## src/hw/rtl/arht_pkg.sv

```systemverilog
package arht_pkg;

   localparam int unsigned TABLE_ENTRIES_DEF = 16;
   localparam int unsigned ADDR_W            = 64;
   localparam int unsigned STATUS_W          = 3;
   localparam int unsigned COUNT_OUT_W       = 5;

   typedef enum logic [STATUS_W-1:0] {
      STATUS_INSERTED = 3'd0,
      STATUS_ALREADY  = 3'd1,
      STATUS_INVALID  = 3'd2,
      STATUS_RELEASED = 3'd3,
      STATUS_NOTFOUND = 3'd4,
      STATUS_PARTIAL  = 3'd5,
      STATUS_FULL     = 3'd6
   } status_type;

   typedef enum logic [1:0] {
      SEQ_IDLE,
      SEQ_SCAN,
      SEQ_FINISH
   } seq_state_type;

   // Relation of one stored range to the requested span.
   typedef struct packed {
      logic same;        // identical begin and end
      logic overlap;     // shares at least one byte with the span
      logic contained;   // lies wholly inside the span
   } cmp_result_type;

endpackage

```

## src/hw/rtl/arht_store.sv

```systemverilog
module arht_store #(
   parameter int unsigned TABLE_ENTRIES = arht_pkg::TABLE_ENTRIES_DEF,
   localparam int unsigned IDX_W = (TABLE_ENTRIES > 1) ? $clog2(TABLE_ENTRIES) : 1
) (
   input  logic                        clock,
   input  logic [IDX_W-1:0]            rd_idx,
   output logic [arht_pkg::ADDR_W-1:0] rd_begin,
   output logic [arht_pkg::ADDR_W-1:0] rd_end,
   input  logic                        wr_en,
   input  logic [IDX_W-1:0]            wr_idx,
   input  logic [arht_pkg::ADDR_W-1:0] wr_begin,
   input  logic [arht_pkg::ADDR_W-1:0] wr_end
);

   logic [arht_pkg::ADDR_W-1:0] begin_mem [TABLE_ENTRIES];
   logic [arht_pkg::ADDR_W-1:0] end_mem   [TABLE_ENTRIES];
   logic [arht_pkg::ADDR_W-1:0] rd_begin_ff;
   logic [arht_pkg::ADDR_W-1:0] rd_end_ff;

   always_ff @(posedge clock) begin
      if (wr_en) begin
         begin_mem[wr_idx] <= wr_begin;
         end_mem[wr_idx]   <= wr_end;
      end
      rd_begin_ff <= begin_mem[rd_idx];
      rd_end_ff   <= end_mem[rd_idx];
   end

   assign rd_begin = rd_begin_ff;
   assign rd_end   = rd_end_ff;

endmodule

```

## src/hw/rtl/arht_cmp.sv

```systemverilog
module arht_cmp (
   input  logic [arht_pkg::ADDR_W-1:0] ent_begin,
   input  logic [arht_pkg::ADDR_W-1:0] ent_end,
   input  logic [arht_pkg::ADDR_W-1:0] span_lo,
   input  logic [arht_pkg::ADDR_W-1:0] span_hi,
   output arht_pkg::cmp_result_type    result
);

   logic begin_ge_lo;
   logic end_le_hi;
   logic begin_lt_hi;
   logic lo_lt_end;

   always_comb begin
      begin_ge_lo      = (ent_begin >= span_lo);
      end_le_hi        = (ent_end <= span_hi);
      begin_lt_hi      = (ent_begin < span_hi);
      lo_lt_end        = (span_lo < ent_end);
      result.same      = (ent_begin == span_lo) && (ent_end == span_hi);
      result.overlap   = begin_lt_hi && lo_lt_end;
      result.contained = begin_ge_lo && end_le_hi;
   end

endmodule

```

## src/hw/rtl/arht_ctrl.sv

```systemverilog
module arht_ctrl #(
   parameter int unsigned TABLE_ENTRIES = arht_pkg::TABLE_ENTRIES_DEF,
   localparam int unsigned IDX_W = (TABLE_ENTRIES > 1) ? $clog2(TABLE_ENTRIES) : 1
) (
   input  logic                             clock,
   input  logic                             reset,
   input  logic                             start,
   output logic                             busy,
   input  logic                             req_mode,
   input  logic [arht_pkg::ADDR_W-1:0]      req_base_address,
   input  logic [arht_pkg::ADDR_W-1:0]      req_length_bytes,
   output logic                             rsp_valid,
   output logic [arht_pkg::STATUS_W-1:0]    rsp_status,
   output logic [arht_pkg::COUNT_OUT_W-1:0] rsp_entry_count,
   output logic [IDX_W-1:0]                 rd_idx,
   output logic                             wr_en,
   output logic [IDX_W-1:0]                 wr_idx,
   output logic [arht_pkg::ADDR_W-1:0]      span_lo,
   output logic [arht_pkg::ADDR_W-1:0]      span_hi,
   input  arht_pkg::cmp_result_type         cmp_res
);

   localparam int unsigned CNT_W = $clog2(TABLE_ENTRIES + 1);
   localparam logic [IDX_W-1:0] LAST_IDX = IDX_W'(TABLE_ENTRIES - 1);

   arht_pkg::seq_state_type state_ff, state_in;

   logic                        mode_ff, mode_in;
   logic [arht_pkg::ADDR_W-1:0] lo_ff, lo_in;
   logic [arht_pkg::ADDR_W-1:0] hi_ff, hi_in;
   logic                        bad_ff, bad_in;
   logic [IDX_W-1:0]            rd_idx_ff, rd_idx_in;
   logic                        issue_ff, issue_in;
   logic                        cmp_vld_ff, cmp_vld_in;
   logic [IDX_W-1:0]            cmp_idx_ff, cmp_idx_in;
   logic                        dup_ff, dup_in;
   logic                        partial_ff, partial_in;
   logic                        hit_ff, hit_in;
   logic                        free_ok_ff, free_ok_in;
   logic [IDX_W-1:0]            free_idx_ff, free_idx_in;
   logic [TABLE_ENTRIES-1:0]    kill_ff, kill_in;
   logic [CNT_W-1:0]            kill_cnt_ff, kill_cnt_in;
   logic [TABLE_ENTRIES-1:0]    valid_ff, valid_in;
   logic [CNT_W-1:0]            count_ff, count_in;
   logic                        rsp_valid_ff, rsp_valid_in;
   arht_pkg::status_type        rsp_status_ff, rsp_status_in;

   logic [arht_pkg::ADDR_W:0]   span_sum;
   logic                        ent_valid;
   logic [CNT_W+arht_pkg::COUNT_OUT_W-1:0] count_wide;

   always_ff @(posedge clock) begin
      if (reset) begin
         state_ff     <= arht_pkg::SEQ_IDLE;
         issue_ff     <= 1'b0;
         cmp_vld_ff   <= 1'b0;
         valid_ff     <= '0;
         count_ff     <= '0;
         rsp_valid_ff <= 1'b0;
      end else begin
         state_ff     <= state_in;
         issue_ff     <= issue_in;
         cmp_vld_ff   <= cmp_vld_in;
         valid_ff     <= valid_in;
         count_ff     <= count_in;
         rsp_valid_ff <= rsp_valid_in;
      end
   end

   always_ff @(posedge clock) begin
      mode_ff       <= mode_in;
      lo_ff         <= lo_in;
      hi_ff         <= hi_in;
      bad_ff        <= bad_in;
      rd_idx_ff     <= rd_idx_in;
      cmp_idx_ff    <= cmp_idx_in;
      dup_ff        <= dup_in;
      partial_ff    <= partial_in;
      hit_ff        <= hit_in;
      free_ok_ff    <= free_ok_in;
      free_idx_ff   <= free_idx_in;
      kill_ff       <= kill_in;
      kill_cnt_ff   <= kill_cnt_in;
      rsp_status_ff <= rsp_status_in;
   end

   always_comb begin
      state_in      = state_ff;
      mode_in       = mode_ff;
      lo_in         = lo_ff;
      hi_in         = hi_ff;
      bad_in        = bad_ff;
      rd_idx_in     = rd_idx_ff;
      issue_in      = 1'b0;
      cmp_vld_in    = 1'b0;
      cmp_idx_in    = rd_idx_ff;
      dup_in        = dup_ff;
      partial_in    = partial_ff;
      hit_in        = hit_ff;
      free_ok_in    = free_ok_ff;
      free_idx_in   = free_idx_ff;
      kill_in       = kill_ff;
      kill_cnt_in   = kill_cnt_ff;
      valid_in      = valid_ff;
      count_in      = count_ff;
      rsp_valid_in  = 1'b0;
      rsp_status_in = rsp_status_ff;
      wr_en         = 1'b0;
      ent_valid     = valid_ff[cmp_idx_ff];
      span_sum      = {1'b0, req_base_address} + {1'b0, req_length_bytes};

      unique case (state_ff)
         arht_pkg::SEQ_IDLE: begin
            if (start) begin
               // Capture the span; a carry out means the end passes the top.
               mode_in     = req_mode;
               lo_in       = req_base_address;
               hi_in       = span_sum[arht_pkg::ADDR_W-1:0];
               bad_in      = (req_length_bytes == '0) || span_sum[arht_pkg::ADDR_W];
               rd_idx_in   = '0;
               issue_in    = 1'b1;
               dup_in      = 1'b0;
               partial_in  = 1'b0;
               hit_in      = 1'b0;
               free_ok_in  = 1'b0;
               free_idx_in = '0;
               kill_in     = '0;
               kill_cnt_in = '0;
               state_in    = arht_pkg::SEQ_SCAN;
            end
         end

         arht_pkg::SEQ_SCAN: begin
            if (bad_ff) begin
               state_in = arht_pkg::SEQ_FINISH;
            end else begin
               // Advance the read address; the compare follows in the next cycle.
               if (issue_ff) begin
                  cmp_vld_in = 1'b1;
                  if (rd_idx_ff != LAST_IDX) begin
                     issue_in  = 1'b1;
                     rd_idx_in = rd_idx_ff + IDX_W'(1);
                  end
               end
               if (cmp_vld_ff) begin
                  if (ent_valid && cmp_res.same) begin
                     dup_in = 1'b1;
                  end
                  if (!ent_valid && !free_ok_ff) begin
                     free_ok_in  = 1'b1;
                     free_idx_in = cmp_idx_ff;
                  end
                  if (ent_valid && cmp_res.overlap) begin
                     hit_in = 1'b1;
                     if (!cmp_res.contained) begin
                        partial_in = 1'b1;
                     end
                  end
                  if (ent_valid && cmp_res.contained) begin
                     kill_in[cmp_idx_ff] = 1'b1;
                     kill_cnt_in         = kill_cnt_ff + CNT_W'(1);
                  end
                  if (cmp_idx_ff == LAST_IDX) begin
                     state_in = arht_pkg::SEQ_FINISH;
                  end
               end
            end
         end

         arht_pkg::SEQ_FINISH: begin
            rsp_valid_in = 1'b1;
            state_in     = arht_pkg::SEQ_IDLE;
            priority if (bad_ff) begin
               rsp_status_in = arht_pkg::STATUS_INVALID;
            end else if (!mode_ff) begin
               priority if (dup_ff) begin
                  rsp_status_in = arht_pkg::STATUS_ALREADY;
               end else if (!free_ok_ff) begin
                  rsp_status_in = arht_pkg::STATUS_FULL;
               end else begin
                  rsp_status_in         = arht_pkg::STATUS_INSERTED;
                  wr_en                 = 1'b1;
                  valid_in[free_idx_ff] = 1'b1;
                  count_in              = count_ff + CNT_W'(1);
               end
            end else begin
               priority if (partial_ff) begin
                  rsp_status_in = arht_pkg::STATUS_PARTIAL;
               end else if (!hit_ff) begin
                  rsp_status_in = arht_pkg::STATUS_NOTFOUND;
               end else begin
                  rsp_status_in = arht_pkg::STATUS_RELEASED;
                  valid_in      = valid_ff & ~kill_ff;
                  count_in      = count_ff - kill_cnt_ff;
               end
            end
         end

         default: begin
            state_in = arht_pkg::SEQ_IDLE;
         end
      endcase
   end

   assign count_wide      = {{arht_pkg::COUNT_OUT_W{1'b0}}, count_ff};
   assign busy            = (state_ff != arht_pkg::SEQ_IDLE);
   assign rsp_valid       = rsp_valid_ff;
   assign rsp_status      = rsp_status_ff;
   assign rsp_entry_count = count_wide[arht_pkg::COUNT_OUT_W-1:0];
   assign rd_idx          = rd_idx_ff;
   assign wr_idx          = free_idx_ff;
   assign span_lo         = lo_ff;
   assign span_hi         = hi_ff;

endmodule

```

## src/hw/rtl/address_range_hole_table.sv

```systemverilog
// Channel   | Ports                                          | Handshake
// ----------+------------------------------------------------+---------------------------------
// request   | req_mode, req_base_address, req_length_bytes   | taken when start && !busy
// response  | rsp_status, rsp_entry_count                    | one cycle under rsp_valid
//
// A valid request reads the first entry, then makes one pass over the range memory,
// one entry per cycle through a single read port and one shared comparator,
// then commits in the finish state and shows its response from a register. An
// invalid request skips the pass and goes from the scan state to the finish state.
// busy drops in the response cycle, so the next request may be taken there.
// Reset clears the valid marks and the entry count; no clearing pass is needed.
// The receiver cannot stall; a response is shown for exactly one cycle.
module address_range_hole_table #(
   parameter int unsigned TABLE_ENTRIES = arht_pkg::TABLE_ENTRIES_DEF
) (
   input  logic                             clock,
   input  logic                             reset,
   input  logic                             start,
   output logic                             busy,
   input  logic                             req_mode,
   input  logic [arht_pkg::ADDR_W-1:0]      req_base_address,
   input  logic [arht_pkg::ADDR_W-1:0]      req_length_bytes,
   output logic                             rsp_valid,
   output logic [arht_pkg::STATUS_W-1:0]    rsp_status,
   output logic [arht_pkg::COUNT_OUT_W-1:0] rsp_entry_count
);

   localparam int unsigned IDX_W = (TABLE_ENTRIES > 1) ? $clog2(TABLE_ENTRIES) : 1;

   logic [IDX_W-1:0]            rd_idx;
   logic [IDX_W-1:0]            wr_idx;
   logic                        wr_en;
   logic [arht_pkg::ADDR_W-1:0] span_lo;
   logic [arht_pkg::ADDR_W-1:0] span_hi;
   logic [arht_pkg::ADDR_W-1:0] ent_begin;
   logic [arht_pkg::ADDR_W-1:0] ent_end;
   arht_pkg::cmp_result_type    cmp_res;

   // Sequence the scan, hold valid marks and count, and form the response.
   arht_ctrl #(
      .TABLE_ENTRIES (TABLE_ENTRIES)
   ) u_ctrl (
      .clock            (clock),
      .reset            (reset),
      .start            (start),
      .busy             (busy),
      .req_mode         (req_mode),
      .req_base_address (req_base_address),
      .req_length_bytes (req_length_bytes),
      .rsp_valid        (rsp_valid),
      .rsp_status       (rsp_status),
      .rsp_entry_count  (rsp_entry_count),
      .rd_idx           (rd_idx),
      .wr_en            (wr_en),
      .wr_idx           (wr_idx),
      .span_lo          (span_lo),
      .span_hi          (span_hi),
      .cmp_res          (cmp_res)
   );

   // Hold range begin and end; write on insert, read one entry per cycle.
   arht_store #(
      .TABLE_ENTRIES (TABLE_ENTRIES)
   ) u_store (
      .clock    (clock),
      .rd_idx   (rd_idx),
      .rd_begin (ent_begin),
      .rd_end   (ent_end),
      .wr_en    (wr_en),
      .wr_idx   (wr_idx),
      .wr_begin (span_lo),
      .wr_end   (span_hi)
   );

   // Compare the entry just read against the requested span.
   arht_cmp u_cmp (
      .ent_begin (ent_begin),
      .ent_end   (ent_end),
      .span_lo   (span_lo),
      .span_hi   (span_hi),
      .result    (cmp_res)
   );

endmodule

```

## config.mk

```make
export PLATFORM = sky130hd
export DESIGN_NAME = address_range_hole_table
export DESIGN_NICKNAME = d
export VERILOG_FILES = /design/src/hw/rtl/arht_pkg.sv /design/src/hw/rtl/arht_store.sv /design/src/hw/rtl/arht_cmp.sv /design/src/hw/rtl/arht_ctrl.sv /design/src/hw/rtl/address_range_hole_table.sv
export SDC_FILE = /design/constraint.sdc
export NUM_CORES = 2
export LEC_CHECK = 0
export ABC_AREA = 1
export BUFFER_PORTS_ARGS = -buffer_cell sky130_fd_sc_hd__buf_2
export CORE_MARGIN = 1.5
export CORE_UTILIZATION = 50
export DETAILED_ROUTE_END_ITERATION = 6
export GPL_ROUTABILITY_DRIVEN = 0
export PLACE_DENSITY = 0.66
export REMOVE_ABC_BUFFERS = 1
export SETUP_SLACK_MARGIN = 0.05
export SYNTH_ARGS = -nofsm -noshare
export SYNTH_HDL_FRONTEND = slang
export SYNTH_HIERARCHICAL = 1
export SYNTH_SLANG_ARGS = --single-unit
```

## constraint.sdc

```tcl
create_clock -name clock -period 9.72 [get_ports clock]
set_clock_uncertainty 0.1 [all_clocks]
set_input_delay 0.972 -clock clock [delete_from_list [all_inputs] [get_ports clock]]
set_output_delay 0.972 -clock clock [all_outputs]
set_load 0.05 [all_outputs]
```

# --- Yosys cells after proc, flatten, opt, wreduce, memory -nomap -nowiden ---
# Memories as Yosys holds them, arrays and structs flattened. A register that Yosys moved wholly into a read port is not among the register bits.
# Index checks and enable logic that the tools add are counted.
op_classes:
  bitwise_logic: 6
  eq_ne: 21
  addsub: 5
  magnitude_cmp: 8
  muxes: 77
  n_reduce_logical: 27
ops:
  columns: ["operator", "n"]
  rows:
  - ["2-to-1 mux 16 bit", 9]
  - ["equality test 64 bit", 2]
  - ["< comparator 64 bit", 2]
  - ["adder 64 x 64 -> 65 bit", 1]
  - ["greater-or-equal comparator 64 bit", 1]
  - ["less-or-equal comparator 64 bit", 1]
  - ["logical NOT 64 bit", 1]
  - ["2-to-1 mux 5 bit", 9]
  - ["bitwise OR 16 bit", 2]
  - ["one-hot mux 16 bit (2 select lines)", 1]
  - ["2-to-1 mux 1 bit", 30]
  - ["2-to-1 mux 4 bit", 7]
  - ["AND reduction 5 bit", 5]
  - ["bitwise AND 16 bit", 1]
  - ["!= test 2 x 1 -> 1 bit, second input constant", 8]
  - ["inverter 16 bit", 1]
  - ["one-hot mux 4 bit (2 select lines)", 2]
  - ["2-to-1 mux 3 bit", 5]
  - ["AND reduction 6 bit", 2]
  - ["adder 5 x 1 -> 5 bit, second input constant", 2]
  - ["< comparator 4 x 5 -> 1 bit, second input constant", 2]
  - ["!= test 2 bit, second input constant", 5]
  - ["one-hot mux 1 bit (2 select lines)", 5]
  - ["one-hot mux 5 bit (2 select lines)", 1]
  - ["21 further kinds", 39]
word_totals:
  n_memories: 2
  reg_bits: 196
  mem_bits_rw: 2048
  output_inout_bits: 10
  word_cells: 166
mem_list:
  columns: ["memory", "words", "width", "read_ports", "rd_ports_with_merged_regs", "wr", "line", "source"]
  rows:
  - ["u_store.begin_mem", 16, 64, 1, 1, 1, "arht_store.sv:15", "logic [arht_pkg::ADDR_W-1:0] begin_mem [TABLE_ENTRIES];"]
  - ["u_store.end_mem", 16, 64, 1, 1, 1, "arht_store.sv:16", "logic [arht_pkg::ADDR_W-1:0] end_mem [TABLE_ENTRIES];"]

# --- Longest topological paths before layout ---
depth:
  word_depth: 9
  ltp_mapped: 20

# --- Modules after synthesis ---
# The synthesis kept the hierarchy.
by_module_without_submodules:
  columns: ["mod", "area_per_inst_um2", "cells_each", "n_inst"]
  rows:
  - ["arht_store", 87438.9, 7776, 1]
  - ["arht_ctrl", 12978.7, 1827, 1]
  - ["arht_cmp", 6531.3, 1030, 1]

# --- Worst setup path after synthesis ---
# OpenSTA, ideal clock, no wires.
synth_timing:
  kind: "register to register"
  from: "register u_ctrl.state_ff[1]"
  to: "memory u_store/begin_mem[10][0] (netlist bit), enable pin"
  setup_ps: 617
  arrival_ps: 6452
  required_time_ps: 9003
  n_path_buf: 0
  path_slack_ps: 2550
  stages_incl_launch_ff: 7
  cell_sequence: "dfxtp_1 > inv_1 > nor2_2 > nand2_1 > nor3_1 > nand3_1 > nor2_1"
synth_between:
  elab_chain_cells: 4
synth_lines:
  columns: ["item", "line", "source"]
  rows:
  - ["from (decl)", "arht_ctrl.sv:26", "arht_pkg::seq_state_type state_ff, state_in;"]
  - ["from (signal assigned)", "arht_ctrl.sv:54", "state_ff <= arht_pkg::SEQ_IDLE;"]
  - ["from (signal assigned)", "arht_ctrl.sv:61", "state_ff <= state_in;"]
  - ["equality test 2 bit", "arht_ctrl.sv:112", "unique case (state_ff)"]
  - ["2-to-1 mux 1 bit", "arht_ctrl.sv:112", null]
  - ["named net wr_en", "address_range_hole_table.sv:32", "logic wr_en;"]
  - ["2-to-1 mux 1 bit", "arht_store.sv:21", "if (wr_en) begin"]
  - ["2-to-1 mux 1 bit (not written as such)", "arht_store.sv:22", "begin_mem[wr_idx] <= wr_begin;"]
  - ["to (decl)", "arht_store.sv:15", null]
# The timed path passes the listed nets, and every way through them passes these cells.

==> flow_summary.yaml <==
grt:
  grtUsageTotal: 0.277
  globalRoute.totalOverflow: 0
  first_global_vias: 71849
  antenna_found_initial: 14
  pin_count_of_the_biggest_net_entering_global_routing: 231
  grt_first_pass_wirelength_um: 447000
logic_synthesis:
  synth_area_leaders: "sky130_fd_sc_hd__edfxtp_1 62%, sky130_fd_sc_hd__nand2_1 13%, sky130_fd_sc_hd__nand3_1 7.3%, sky130_fd_sc_hd__inv_1 5.2%, sky130_fd_sc_hd__ha_1 3.8%"
  post_synth.cell_area_avg_um2: 10.1
  synthDominantCellAreaShare: 0.622
  synth_edf_count: 2214
  post_synth_num_cell_types: 41
  synth_area_leader_cell: "sky130_fd_sc_hd__edfxtp_1"
  synth_seq_area_share: 0.651
  post_synth_most_frequent_cells: "3727 x sky130_fd_sc_hd__nand2_1, 2214 x sky130_fd_sc_hd__edfxtp_1, 1552 x sky130_fd_sc_hd__nand3_1"
  syn_inst: 10633
  yosys_register_bits: 2372
  synth.yosys.warnings: 6
  synth_flop_cell: "sky130_fd_sc_hd__edfxtp_1"
  synth_area_um2: 107000
  synth_async_sr_flop_share: 0
  yosysMostFrequentCell: "sky130_fd_sc_hd__nand2_1"
cells_and_area:
  area_delta_synth_final_pct: 10.1
  filler_cell_count: 17911
  multiInputGateArea_um2: 29800
  seq_area_um2: 69600
  final_cells: 13682
  post_route_cells_drive_above_1_share: 0.0575
  finalCoreUtilization: 0.555
  num-nets-final: 11107
floorplan:
  design.die.area_um2: 217000
  chipHeight_um: 465
  die_width_um: 465
  io-pin-count: 142
  initial_core_util: 0.504
  floorplan_core_area_um2: 212000
  placementRows: 169
place:
  place_inst: 13239
  portBuffers: 141
  setup_slack_after_placement_ps: 4960
  dp_hpwl_um: 163000
sta:
  fmax_mhz: 203
  post-route-worst-setup-slack_ps: 4800
  worst_pin_slew_ps: 1260
  period_minus_slack_ps: 4920
  rsz0062_at_grt: "false"
  final-max-slew-violation-count: 0
  timing.max_slew.rel_slack: 0.161
  setup_viol: 0
  finalHoldViolations: 0
  period_share: 0.506
power:
  power.combinational.fraction: 0.135
  internal_power_mw: 17.7
  powerDensity_nw_per_um2: 205
  net_switching_fraction_of_the_power: 0.268
  share_clk_of_total_power: 0.372
  ir_worst_vdd_v: 0.000154
  seqPwrFrac: 0.494
  cellLeakagePower_nw: 50.1
  power.switching_mw: 6.48
clocking:
  cts.root.buffer_cell: "sky130_fd_sc_hd__clkbuf_16"
  cts.reportedPaths.clkPinSlew_ps: 60
  clkSinkCount: 2372
  insertion_delay_of_the_later_clocked_pin_in_the_worst_skew_pair_ps: 870
  htree_levels: 4
  cts_tree: "built"
  cts-hold-fix-buffers: 0
  post_cts_resized: 0
  tritoncts.num_buffers: 229
  cts_max_path_buffers: 3
  postCtsSetupRepairBufs: 0
min_path:
  hold_class: "input port to flip-flop"
  worstHoldStart: "req_mode"
detailed_routing:
  route.detailed.vias_per_inst: 5.50
  totalWireLength_um: 303000
  drc: 9
  drt_iter0_markers: 8710
  routed-via-count: 75262
  detail-route-antenna-nets: 0
  wl_per_cell_um: 22.1
  dr.pass1.iters: 7
outcome:
  status: "complete, but fails checks"
  violations: "DRC"
worst_setup_path:
  critPathArrivalTime_ps: 5590
  critical_path_end_type: "flip-flop"
  required_ps: 10390
  timing.critical_path.fanout_max: 171
  crit_path_start: "u_ctrl/rd_idx[0]"
  flop2flop_setup_slack_ps: 4800
  worst_r2r_startpoint: "u_ctrl/rd_idx[0]"
  crit_path_start_kind: "flip-flop"
  critPathKind: "flip-flop to flip-flop"
job:
  drv.max_cap_violation_count: 0
-- registers in the layout, indices dropped and copies added (netlist names), 5 cells and up --
name / cells
u_store/begin_mem: 1024
u_store/end_mem: 1024
u_ctrl/span_hi: 64
u_ctrl/span_lo: 64
u_store/rd_begin: 64
u_store/rd_end: 64
u_ctrl/kill_ff: 16
u_ctrl/valid_ff: 16
u_ctrl/kill_cnt_ff: 5
u_ctrl/rsp_entry_count: 5
-- stage by stage --
step	hold slack [ps]	area, µm²	TNS [ps]	power (mW)
after floorplan	314	105000	-6303110	14.5
after global placement	331	110000	0	15.2
after detailed placement	332	110000	0	15.3
after CTS	123	118000	0	24.2
after global routing	162	118000	0	25.0
final	191	118000	0	24.2
-- final cells by class --
cell class	instances	area share
repair buffers	218	0.0132
clock buffers	320	0.0554
clock inverters	114	0.00958
inverters	1481	0.0475
multi-input cells	6347	0.253
well taps	2821	0.0300
diodes	9	0.000191
flip-flops and latches	2372	0.591
-- routing by layer --
metal | global-route usage | vias to the layer above | routed length, µm
met3 | 0.0396 | 675 | 25700
met1 | 0.368 | 36078 | 120000
met5 | 0 | - | 34
met2 | 0.441 | 3540 | 140000
met4 | 0.148 | 4 | 17100
li1 | - | 34965 | -
-- cell families after synthesis --
| group | synth area share |
|---|---|
| DFF | 0.651 |
| xor gates and xnor gates | 0.00287 |
| AOI/OAI and AO/OA | 0.0153 |
| and+or+nand+nor | 0.221 |
| buffers and inverters | 0.0716 |
| adders and majority gates | 0.0383 |
-- power by group through the flow --
stage	clock network, mW	registers [mW]	logic [mW]
after CTS	9.10	11.9	3.19
after floorplan	0	12.1	2.41
after detailed placement	0	12.1	3.17
after global placement	0	12.1	3.09
after global routing	9.48	12.0	3.59
final	8.99	11.9	3.25
-- worst max-delay path: stages, from the launching register on --
cell and delay [ps]:
sky130_fd_sc_hd__edfxtp_1 590, sky130_fd_sc_hd__buf_12 540, sky130_fd_sc_hd__buf_4 820, sky130_fd_sc_hd__buf_4 900
sky130_fd_sc_hd__buf_4 920, sky130_fd_sc_hd__nand2_1 170, sky130_fd_sc_hd__nand3_1 150, sky130_fd_sc_hd__nand3_1 90
sky130_fd_sc_hd__nand3_1 120, sky130_fd_sc_hd__nand2_1 70
-- path summary, 6_finish.rpt --
kind | endpoint | depth (start not counted)
worst min-delay path | u_ctrl/mode_ff | 1
worst max register to register | u_store/rd_end[12] | 9
worst min register to register | u_ctrl/cmp_vld_ff | 2
worst max-delay path | u_store/rd_end[12] | 9
-- layout by cell type, fill, tap and decap left out, types with 3 or more instances in the layout --
cell type / count
sky130_fd_sc_hd__nand4_1: 39
sky130_fd_sc_hd__clkinvlp_4: 5
sky130_fd_sc_hd__o21bai_1: 7
sky130_fd_sc_hd__nand2_1: 3727
sky130_fd_sc_hd__nor3_1: 36
sky130_fd_sc_hd__o21a_1: 10
sky130_fd_sc_hd__nor4_1: 16
sky130_fd_sc_hd__nand3_2: 3
sky130_fd_sc_hd__inv_8: 5
sky130_fd_sc_hd__buf_4: 55
sky130_fd_sc_hd__clkinv_1: 29
sky130_fd_sc_hd__nor2_1: 244
sky130_fd_sc_hd__edfxtp_1: 2214
sky130_fd_sc_hd__nor2_2: 8
sky130_fd_sc_hd__buf_12: 22
sky130_fd_sc_hd__inv_6: 7
sky130_fd_sc_hd__o21ai_0: 64
sky130_fd_sc_hd__clkbuf_16: 237
sky130_fd_sc_hd__nor2_4: 18
sky130_fd_sc_hd__inv_1: 1475
sky130_fd_sc_hd__clkinv_2: 49
sky130_fd_sc_hd__diode_2: 9
sky130_fd_sc_hd__a21o_1: 10
sky130_fd_sc_hd__clkbuf_8: 28
sky130_fd_sc_hd__or2_2: 13
sky130_fd_sc_hd__xor2_1: 32
sky130_fd_sc_hd__ha_1: 324
sky130_fd_sc_hd__nand3_1: 1552
sky130_fd_sc_hd__bufinv_16: 20
sky130_fd_sc_hd__or2_1: 10
sky130_fd_sc_hd__buf_2: 141
sky130_fd_sc_hd__clkbuf_1: 55
sky130_fd_sc_hd__a21oi_1: 212
sky130_fd_sc_hd__dfxtp_1: 158
sky130_fd_sc_hd__xnor2_1: 3
(Power assumes the default switching activity.)
